**src/sv/lsp_pkg.sv**
```systemverilog
// ----------------------------------------------------------------------------
// lsp_pkg
// Shared types and constants of the lidar scan point plotter.
// ----------------------------------------------------------------------------
`default_nettype none

package lsp_pkg;

    localparam int unsigned LSP_HISTORY_DEPTH = 1024;
    localparam int unsigned LSP_TRIG_BITS     = 16;
    localparam int unsigned LSP_QUEUE_DEPTH   = 2;

    // angles in 1/64 degree
    localparam int unsigned ANG_FULL    = 23040;
    localparam int unsigned ANG_QUARTER = 5760;
    // pi/11520 as Q40
    localparam logic [31:0] RAD_Q40     = 32'd299845282;
    localparam logic [30:0] Q30_ONE     = 31'h4000_0000;

    // Horner divisors n*(n+1), even n from 12 down to 2
    localparam int unsigned TAYLOR_TERMS = 6;
    localparam logic [7:0] TAYLOR_DIV [TAYLOR_TERMS] =
        '{8'd156, 8'd110, 8'd72, 8'd42, 8'd20, 8'd6};
    // reciprocals floor(2^s / d) with s = 32 + floor(log2 d); the estimate
    // (a * recip) >> s of a 32-bit a is low by at most one
    localparam logic [31:0] TAYLOR_RECIP [TAYLOR_TERMS] =
        '{32'd3524075730, 32'd2498890063, 32'd3817748707,
          32'd3272356035, 32'd3435973836, 32'd2863311530};
    localparam logic [5:0] TAYLOR_SHIFT [TAYLOR_TERMS] =
        '{6'd39, 6'd38, 6'd38, 6'd37, 6'd36, 6'd34};

    // two subtract steps per cycle over shifts 17 down to 0
    localparam int unsigned WRAP_GROUPS = 9;

    // divider: 40-bit dividend, 8-bit divisor, 4 bits per cycle
    localparam int unsigned DIV_W      = 40;
    localparam int unsigned DIV_RADIX  = 4;
    localparam int unsigned DIV_CYCLES = DIV_W / DIV_RADIX;

    // configuration register indexes
    localparam logic [2:0] CFG_ROTATION = 3'd0;
    localparam logic [2:0] CFG_SCALE    = 3'd1;
    localparam logic [2:0] CFG_CENTER_X = 3'd2;
    localparam logic [2:0] CFG_CENTER_Y = 3'd3;
    localparam logic [2:0] CFG_LIMIT    = 3'd4;

    localparam logic [1:0]  RST_ROTATION = 2'd3;
    localparam logic [3:0]  RST_SCALE    = 4'd5;
    localparam logic [9:0]  RST_CENTER_X = 10'd160;
    localparam logic [9:0]  RST_CENTER_Y = 10'd120;
    localparam logic [10:0] RST_LIMIT    = 11'd720;

    typedef struct packed {
        logic [14:0] start_angle;
        logic [14:0] end_angle;
        logic [7:0]  sample_count;
        logic [7:0]  sample_index;
        logic [13:0] range_mm;
    } t_item;

    typedef struct packed {
        logic signed [15:0] pixel_x;
        logic signed [15:0] pixel_y;
        logic               erase;
        logic               last;
    } t_result;

    // classified item as queued between front and back
    typedef struct packed {
        logic [14:0] start_angle;
        logic [31:0] span;
        logic [7:0]  sample_count;
        logic [7:0]  sample_index;
        logic [13:0] range_mm;
        logic        draw;
    } t_work;

    typedef struct packed {
        logic [1:0]  rotation_steps;
        logic [3:0]  scale_shift;
        logic [9:0]  center_x;
        logic [9:0]  center_y;
        logic [10:0] history_limit;
    } t_cfg;

    typedef struct packed {
        logic             start;
        logic [DIV_W-1:0] dividend;
        logic [7:0]       divisor;
    } t_div_req;

    typedef enum logic [4:0] {
        ST_IDLE,
        ST_ERASE,
        ST_OFF_MUL,
        ST_OFF_DIV,
        ST_OFF_WAIT,
        ST_ANGLE,
        ST_WRAP,
        ST_QUAD,
        ST_X_MUL,
        ST_X2_MUL,
        ST_TERM_INIT,
        ST_TERM_MUL,
        ST_TERM_RECIP,
        ST_TERM_EST,
        ST_TERM_FIX,
        ST_FIN_MUL,
        ST_FIN_ROUND,
        ST_PX_MUL,
        ST_PX,
        ST_PY_MUL,
        ST_PY,
        ST_PUSH
    } t_bstate;

endpackage

`default_nettype wire

```
**src/sv/lsp_fifo.sv**
```systemverilog
// ----------------------------------------------------------------------------
// lsp_fifo
// Small register queue with full and empty flags.
// ----------------------------------------------------------------------------
`default_nettype none

module lsp_fifo #(
    parameter int unsigned WIDTH = 8,
    parameter int unsigned DEPTH = 2
) (
    input  wire logic             i_clk,
    input  wire logic             i_rst_n,
    input  wire logic             i_push,
    input  wire logic [WIDTH-1:0] i_wdata,
    output logic                  o_full,
    input  wire logic             i_pop,
    output logic      [WIDTH-1:0] o_rdata,
    output logic                  o_empty
);

    localparam int unsigned AW = (DEPTH > 1) ? $clog2(DEPTH) : 1;
    localparam int unsigned CW = $clog2(DEPTH + 1);

    logic [WIDTH-1:0] r_mem [DEPTH];
    logic [AW-1:0]    r_wp, n_wp, r_rp, n_rp;
    logic [CW-1:0]    r_cnt, n_cnt;
    logic             push_ok, pop_ok;

    assign o_full  = (r_cnt == CW'(DEPTH));
    assign o_empty = (r_cnt == '0);
    assign o_rdata = r_mem[r_rp];
    assign push_ok = i_push & ~o_full;
    assign pop_ok  = i_pop & ~o_empty;

    always_comb begin
        n_wp  = r_wp;
        n_rp  = r_rp;
        n_cnt = r_cnt;
        if (push_ok) begin
            n_wp = (r_wp == AW'(DEPTH - 1)) ? '0 : r_wp + AW'(1);
        end
        if (pop_ok) begin
            n_rp = (r_rp == AW'(DEPTH - 1)) ? '0 : r_rp + AW'(1);
        end
        if (push_ok && !pop_ok) begin
            n_cnt = r_cnt + CW'(1);
        end else if (pop_ok && !push_ok) begin
            n_cnt = r_cnt - CW'(1);
        end
    end

    always_ff @(posedge i_clk) begin
        if (!i_rst_n) begin
            r_wp  <= '0;
            r_rp  <= '0;
            r_cnt <= '0;
        end else begin
            r_wp  <= n_wp;
            r_rp  <= n_rp;
            r_cnt <= n_cnt;
        end
    end

    always_ff @(posedge i_clk) begin
        if (push_ok) begin
            r_mem[r_wp] <= i_wdata;
        end
    end

endmodule

`default_nettype wire

```
**src/sv/lsp_front.sv**
```systemverilog
// ----------------------------------------------------------------------------
// lsp_front
// Accept samples, work out the packet span and the draw flag, queue them.
// ----------------------------------------------------------------------------
`default_nettype none

module lsp_front
    import lsp_pkg::*;
(
    input  wire logic  i_clk,
    input  wire logic  i_rst_n,
    input  wire logic  i_push,
    input  wire t_item i_item,
    output logic       o_full,
    input  wire logic  i_take,
    output logic       o_avail,
    output t_work      o_work
);

    t_work work;
    logic  empty;

    always_comb begin
        work.start_angle  = i_item.start_angle;
        work.sample_count = i_item.sample_count;
        work.sample_index = i_item.sample_index;
        work.range_mm     = i_item.range_mm;
        work.draw         = (i_item.range_mm != '0);
        // wrap through a full turn when the packet crosses zero
        if (i_item.start_angle > i_item.end_angle) begin
            work.span = 32'(i_item.end_angle) + 32'(ANG_FULL) - 32'(i_item.start_angle);
        end else begin
            work.span = 32'(i_item.end_angle) - 32'(i_item.start_angle);
        end
    end

    lsp_fifo #(
        .WIDTH ($bits(t_work)),
        .DEPTH (LSP_QUEUE_DEPTH)
    ) u_queue (
        .i_clk   (i_clk),
        .i_rst_n (i_rst_n),
        .i_push  (i_push),
        .i_wdata (work),
        .o_full  (o_full),
        .i_pop   (i_take),
        .o_rdata (o_work),
        .o_empty (empty)
    );

    assign o_avail = ~empty;

endmodule

`default_nettype wire

```
**config.mk**
```make
export PLATFORM = sky130hd
export DESIGN_NAME = lsp_front
export DESIGN_NICKNAME = d
export VERILOG_FILES = /design/src/sv/lsp_pkg.sv /design/src/sv/lsp_fifo.sv /design/src/sv/lsp_front.sv
export SDC_FILE = /design/constraint.sdc
export NUM_CORES = 1
export LEC_CHECK = 0
export ABC_CLOCK_PERIOD_IN_PS = 3750
export BUFFER_PORTS_ARGS = -buffer_cell sky130_fd_sc_hd__clkbuf_2
export CAP_MARGIN = 20
export CELL_PAD_IN_SITES_DETAIL_PLACEMENT = 2
export CELL_PAD_IN_SITES_GLOBAL_PLACEMENT = 2
export CORE_ASPECT_RATIO = 1.5
export CORE_MARGIN = 1.5
export CORE_UTILIZATION = 34
export DETAILED_ROUTE_END_ITERATION = 6
export PLACE_DENSITY = 0.86
export SYNTH_ARGS = -nofsm -noshare
export SYNTH_HDL_FRONTEND = slang
export SYNTH_SLANG_ARGS = --single-unit
```
**constraint.sdc**
```tcl
create_clock -name i_clk -period 3.75 [get_ports i_clk]
set_input_delay 0.75 -clock i_clk [delete_from_list [all_inputs] [get_ports i_clk]]
set_output_delay 0.75 -clock i_clk [all_outputs]
set_load 0.02 [all_outputs]
```
### Yosys cells after proc, flatten, opt, wreduce, memory -nomap -nowiden

Memory sizes are Yosys's and may differ from the RTL's. A register that Yosys moved wholly into a read port is not among the register bits.
Index checks and enable logic that the tools add are counted.

| cells by class | value |
|---|---|
| add/sub/neg operators | 7 |
| $lt $le $gt $ge | 1 |
| equal/unequal tests | 1 |
| mux-type cells | 9 |
| bitwise operators | 4 |
| reductions and logical operators | 7 |

Operators by type and width:

| cell | count |
|---|---|
| $mux 32 | 1 |
| $sub 16x15->17 | 1 |
| $add 15x15->16 const B | 1 |
| $sub 15x15->16 | 1 |
| $gt 15x15->1 | 1 |
| $reduce_bool 14->1 | 1 |
| $mux 1 | 6 |
| $mux 2 | 2 |
| $add 1x1->1 const B | 2 |
| $add 2x1->2 const B | 1 |
| $and 1x1->1 | 2 |
| $eq 2x2->1 const B | 1 |
| $logic_and 1x1->1 | 2 |
| $logic_not 1->1 | 2 |
| $logic_not 2->1 | 1 |
| $not 1->1 | 2 |
| $reduce_bool 2->1 | 1 |
| $sub 2x1->2 const B | 1 |

| word-level totals | value |
|---|---|
| bits in registers | 4 |
| bits in writable memories | 156 |
| bits of input ports | 64 |
| output and inout port bits | 80 |
| memories kept | 1 |

Memories:

| name | words | width | rd ports | clocked after memory_dff | wr ports | RTL line | text |
|---|---|---|---|---|---|---|---|
| u_queue.r_mem | 2 | 78 | 1 | 1 | 1 | lsp_fifo.sv:24 | `logic [WIDTH-1:0] r_mem [DEPTH];` |

### Logic depth before layout (Yosys ltp)

| depth | value |
|---|---|
| word-level depth | 7 |
| gate-level depth with buffers | 11 |
| gate-level depth less buffers | 11 |

### Modules after synthesis

From an unflattened synthesis, not the netlist that was laid out.

| second synthesis, totals | value |
|---|---|
| cell total of the unflattened synthesis | 510 |
| area, all modules | 7709.9 um2 |

By module, submodules not included:

| module | instances | cells an instance | area each (um2) |
|---|---|---|---|
| lsp_fifo | 1 | 268 | 5941.9 |
| lsp_front | 1 | 242 | 1767.9 |

### Worst setup path before layout

OpenSTA, ideal clock, no wires.

| timing | value |
|---|---|
| path kind | in2reg |
| start point | in i_push |
| end point | mem u_queue.r_mem[0][0] in the netlist's numbering (enable) |
| setup time | 485 ps |
| arrival time | 3481 ps |
| required time | 3265 ps |
| setup slack | -217 ps |
| stages on the path | 2 |
| buffers on the path | 0 |
| cell sequence | nand2_1 nor2_1 |

| between the ends | value |
|---|---|
| cells in the longest elaborated chain, start to end | 3 |

RTL lines:

| element | RTL line | text |
|---|---|---|
| start: declaration | lsp_front.sv:12 | `input wire logic i_push,` |
| $and 1x1->1 | lsp_fifo.sv:32 | `assign push_ok = i_push & ~o_full;` |
| $mux 1 | lsp_fifo.sv:65 | `if (push_ok) begin` |
| $mux 1 (implied by the code) | lsp_fifo.sv:66 | `r_mem[r_wp] <= i_wdata;` |
| end: declaration | lsp_fifo.sv:24 |  |

No other way between the ends.

### Worst setup path in the final report

| timing | value |
|---|---|
| start point | in i_item[46] in the netlist's numbering |
| end point | mem u_queue.r_mem[1][46] in the netlist's numbering, data pin |

| between the ends | value |
|---|---|
| cells in the longest elaborated chain, start to end | 2 |
| elaborated cells between the ends (all ways) | 4 |
| those cells by class | add/sub (2); order compare (1); mux (1) |

RTL lines:

| element | RTL line | text |
|---|---|---|
| start: declaration | lsp_front.sv:13 | `input wire t_item i_item,` |
| $sub 16x15->17 (tied with other cells) | lsp_front.sv:31 | `work.span = 32'(i_item.end_angle) + 32'(ANG_FULL) - 32'(i_item.start_angle);` |
| $mux 32 (*) | lsp_front.sv:30 | `if (i_item.start_angle > i_item.end_angle) begin` |
| net u_queue.i_wdata[46] | lsp_fifo.sv:14 | `input wire logic [WIDTH-1:0] i_wdata,` |

The timed path passes the listed nets; every way through them passes the cells marked *.

==> metrics.md <==
| Metric | Value |
|---|---|
| Drt via density | `4.84` |
| Pleak | `3.32 nW` |
| Htree depth | `4` |
| Setup total negative slack | `0 ns` |
| Crit Reg-Reg Endpoint | `u_queue.r_mem[0][18]` |
| Flops & latches, synth | `131` |
| Gr usage total | `17.9%` |
| Die Width | `117 µm` |
| Worst-Margin Slew | `0.753 ns` |
| Post-Synthesis Cells | `479` |
| First-pass GRT wire length | `28,000 µm` |
| Worst Skew | `0.00601 ns` |
| CORE AREA | `0.0192 mm²` |
| RR Startpoint | `u_queue.r_cnt[0]` |
| Largest net degree at the start of global routing | `36` |
| Via count | `4,324` |
| Comb power frac | `32.6%` |
| Slew Limit Fails | `0` |
| WL per Instance | `19.7 µm` |
| Kind of critical path | `in -> reg` |
| Synth area leaders | `edfxtp_1 57%, mux2_2 11%, ha_1 6.2%, fa_1 3.6%, inv_1 2.5%` |
| CTS Hold Bufs | `0` |
| Register area share after synthesis | `58.1%` |
| CP endpoint kind | `flop` |
| Pwr/cell area | `652 mW/mm²` |
| Type of origin of the critical path | `input pin` |
| Slew HR | `49.8%` |
| Min-delay src | `i_item[25]` |
| Arrival @ worst endpoint | `3.31 ns` |
| Die Y | `175 µm` |
| Share of the synthesized area in the top cell type | `56.7%` |
| Nets | `733` |
| Area of the multi-input gates | `0.00248 mm²` |
| Post-synthesis cell type count | `54` |
| CTS sink count | `131` |
| Switching Power | `1.88 mW` |
| Antenna diodes | `0` |
| Worst Setup EP | `u_queue.r_mem[1][46]` |
| Post-synth EDFFs | `126` |
| Syn_nets | `588` |
| Area leader, netlist | `edfxtp_1` |
| Async S/R FF share, synth | `0%` |
| Final Hold Viols | `0` |
| Post-CTS Setup Bufs | `0` |
| Fmax | `0.319 GHz` |
| Sw Share | `35.0%` |
| Die area | `0.0205 mm²` |
| Status | `finished clean` |
| Deepest clock path buffer count | `2` |
| Clock Root Buffer | `clkbuf_16` |
| Standard-cell rows | `62` |
| Top FF cell, synth | `edfxtp_1` |
| Internal power | `3.49 mW` |
| Hold Path Class | `in -> reg` |
| GPL Wtd Cong | `0.810` |
| Reg2reg setup slack | `1.76 ns` |
| Layout cells sized above 1 | `40.7%` |
| Fin crit period | `3.13 ns` |
| Residual DRC | `0` |
| Max-cap violations | `0` |
| Final period utilization | `83.5%` |
| Initial antenna violation count | `0` |
| CTS buffer count | `17` |
| Layout area overhead | `23.3%` |
| CTS tree | `done` |
| ANT nets after route | `0` |
| Number of DRC markers in iteration 0 | `253` |
| Reg2Reg Depth | `4` |
| Register area | `0.00388 mm²` |
| Post_cts resized | `0` |
| Power share of the clock group | `30.7%` |
| Via count of the first global-routing pass | `5,079` |
| Setup violations, final | `0` |
| Worst-Skew Late Latency | `0.42 ns` |
| Worst Path Required | `3.93 ns` |
| GR Overflow Total | `0` |
| Final WL | `17,600 µm` |
| Worst hold slack | `0.518 ns` |
| Post-layout util | `42.8%` |
| CP max FO | `3` |
| Drt pass-1 iters | `4` |
| Initial Util | `34.7%` |
| Worst-path clk slew | `0.06 ns` |
| I/O pin cnt | `144` |
| Yosys Warn Count | `0` |
| Avg Cell Area, Syn | `13.9 µm²` |
| Sequential Power Share | `36.7%` |
| IO Port Bufs | `143` |
| Unrepaired setup endpoints after global routing | `false` |
| Peak VDD IR | `0.000295 V` |
| Crit. Startpoint | `i_item[46]` |
| Mapped cell area | `0.00668 mm²` |
| Fill count | `1,950` |
| Dpl hpwl | `13,000 µm` |
==> critical path: stages <==
cell	delay, ns
clkbuf_2	0.11
inv_1	0.07
ha_1	0.30
ha_1	0.23
fa_1	0.45
a211oi_1	0.33
o31ai_1	0.19
o211ai_1	0.33
a21oi_1	0.15
xor2_1	0.17
a21bo_1	0.21
==> placed cells by master (no fill, tap or decap), drive strengths merged, types with 3 or more instances in the layout <==
cell type  synthesis  layout
dfxtp              5       5
edfxtp           126     126
o21ai             15      15
nor2b              4       4
fa                12      12
a21oi             22      22
nand2b             5       5
clkbuf             4     160
nor2              18      18
clkinv             0       3
inv               46      55
xor2               9       9
nor4               4       4
nand3              3       3
o31ai              4       4
o21a               4       4
and2               5       5
ha                33      33
buf               20       7
nand2             19      19
a211oi             3       3
a31oi              4       4
mux2              63      63
xnor2             17      17
==> power by group through the flow <==
stage	sequential [mW]	clock [mW]	combinational, mW
after floorplan	1.94	0	1.28
after global placement	1.98	0	1.68
after detailed placement	2.01	0	1.76
after CTS	1.98	1.68	1.79
after global routing	2.00	1.74	1.89
final	1.97	1.65	1.75
==> sequential cells by signal (all words and copies together) (netlist names), named ones only <==
signal	flops
u_queue.r_rp	1
u_queue.r_mem	126
u_queue.r_cnt	2
u_queue.r_wp	1
==> layout make-up <==
cell class,instances,share of cell area (%)
sequential,131,47.2
inverter,46,2.10
clock buffer,17,5.16
multi-input combinational,278,30.1
timing repair buffer,150,9.63
tap,256,3.89
clock inverter,15,1.97
==> worst min-delay path by stage <==
| stage | endpoint | slack [ns] | cells past startpoint |
|---|---|---|---|
| 6_report | u_queue.r_mem[1][26] | 0.52 | 1 |
| 2_1_floorplan | u_queue.r_cnt[1] | 0.47 | 2 |
| 3_5_place_dp | u_queue.r_cnt[1] | 0.56 | 2 |
| 3_3_place_gp | u_queue.r_cnt[1] | 0.49 | 2 |
| 4_1_cts | u_queue.r_mem[1][23] | 0.50 | 1 |
| 5_1_grt | u_queue.r_mem[1][17] | 0.50 | 1 |
==> synthesized netlist by cell type, drive strengths merged (3+ instances only) <==
master  count
fa         12
nand3       3
a31oi       4
o31ai       4
clkbuf      4
buf        20
mux2       63
a21oi      22
dfxtp       5
ha         33
edfxtp    126
inv        46
xnor2      17
a211oi      3
nand2b      5
nor2       18
nor4        4
and2        5
o21ai      15
nand2      19
xor2        9
nor2b       4
o21a        4
==> cell families (layout without fill, tap and decap cells) <==
logic type                 Yosys count  in the layout  share of synthesized area, %
xor gates and xnor gates            26             26                          3.41
adders and majority gates           45             45                          9.78
buffers and inverters               70            228                          4.89
DFF                                131            131                          58.1
and+or+nand+nor                     68             68                          5.06
muxes                               65             65                          10.9
AOI/OAI and AO/OA                   74             74                          7.79
==> metrics by stage <==
step	instances	worst slack [ns]	instance area [µm²]	total power [mW]
3_3_place_gp	861	0.331	7650	3.66
5_1_grt	893	0.509	8240	5.63
3_5_place_dp	861	0.210	7650	3.77
6_report	893	0.618	8240	5.37
4_1_cts	893	0.637	8240	5.45
2_1_floorplan	479	0.764	6680	3.22
==> per-layer routing <==
layer | wire length (µm) | track usage (%) | part of all wire, % | vias to the layer above
met1 | 6460 | 18.2 | 37 | 2156
met4 | 444 | 7.15 | 2.5 | 0
met2 | 10000 | 35.0 | 57 | 106
met5 | 0 | 0 | 0 | -
li1 | - | - | - | 2034
met3 | 639 | 3.98 | 3.6 | 28
Power figures use the tool's default switching activity.
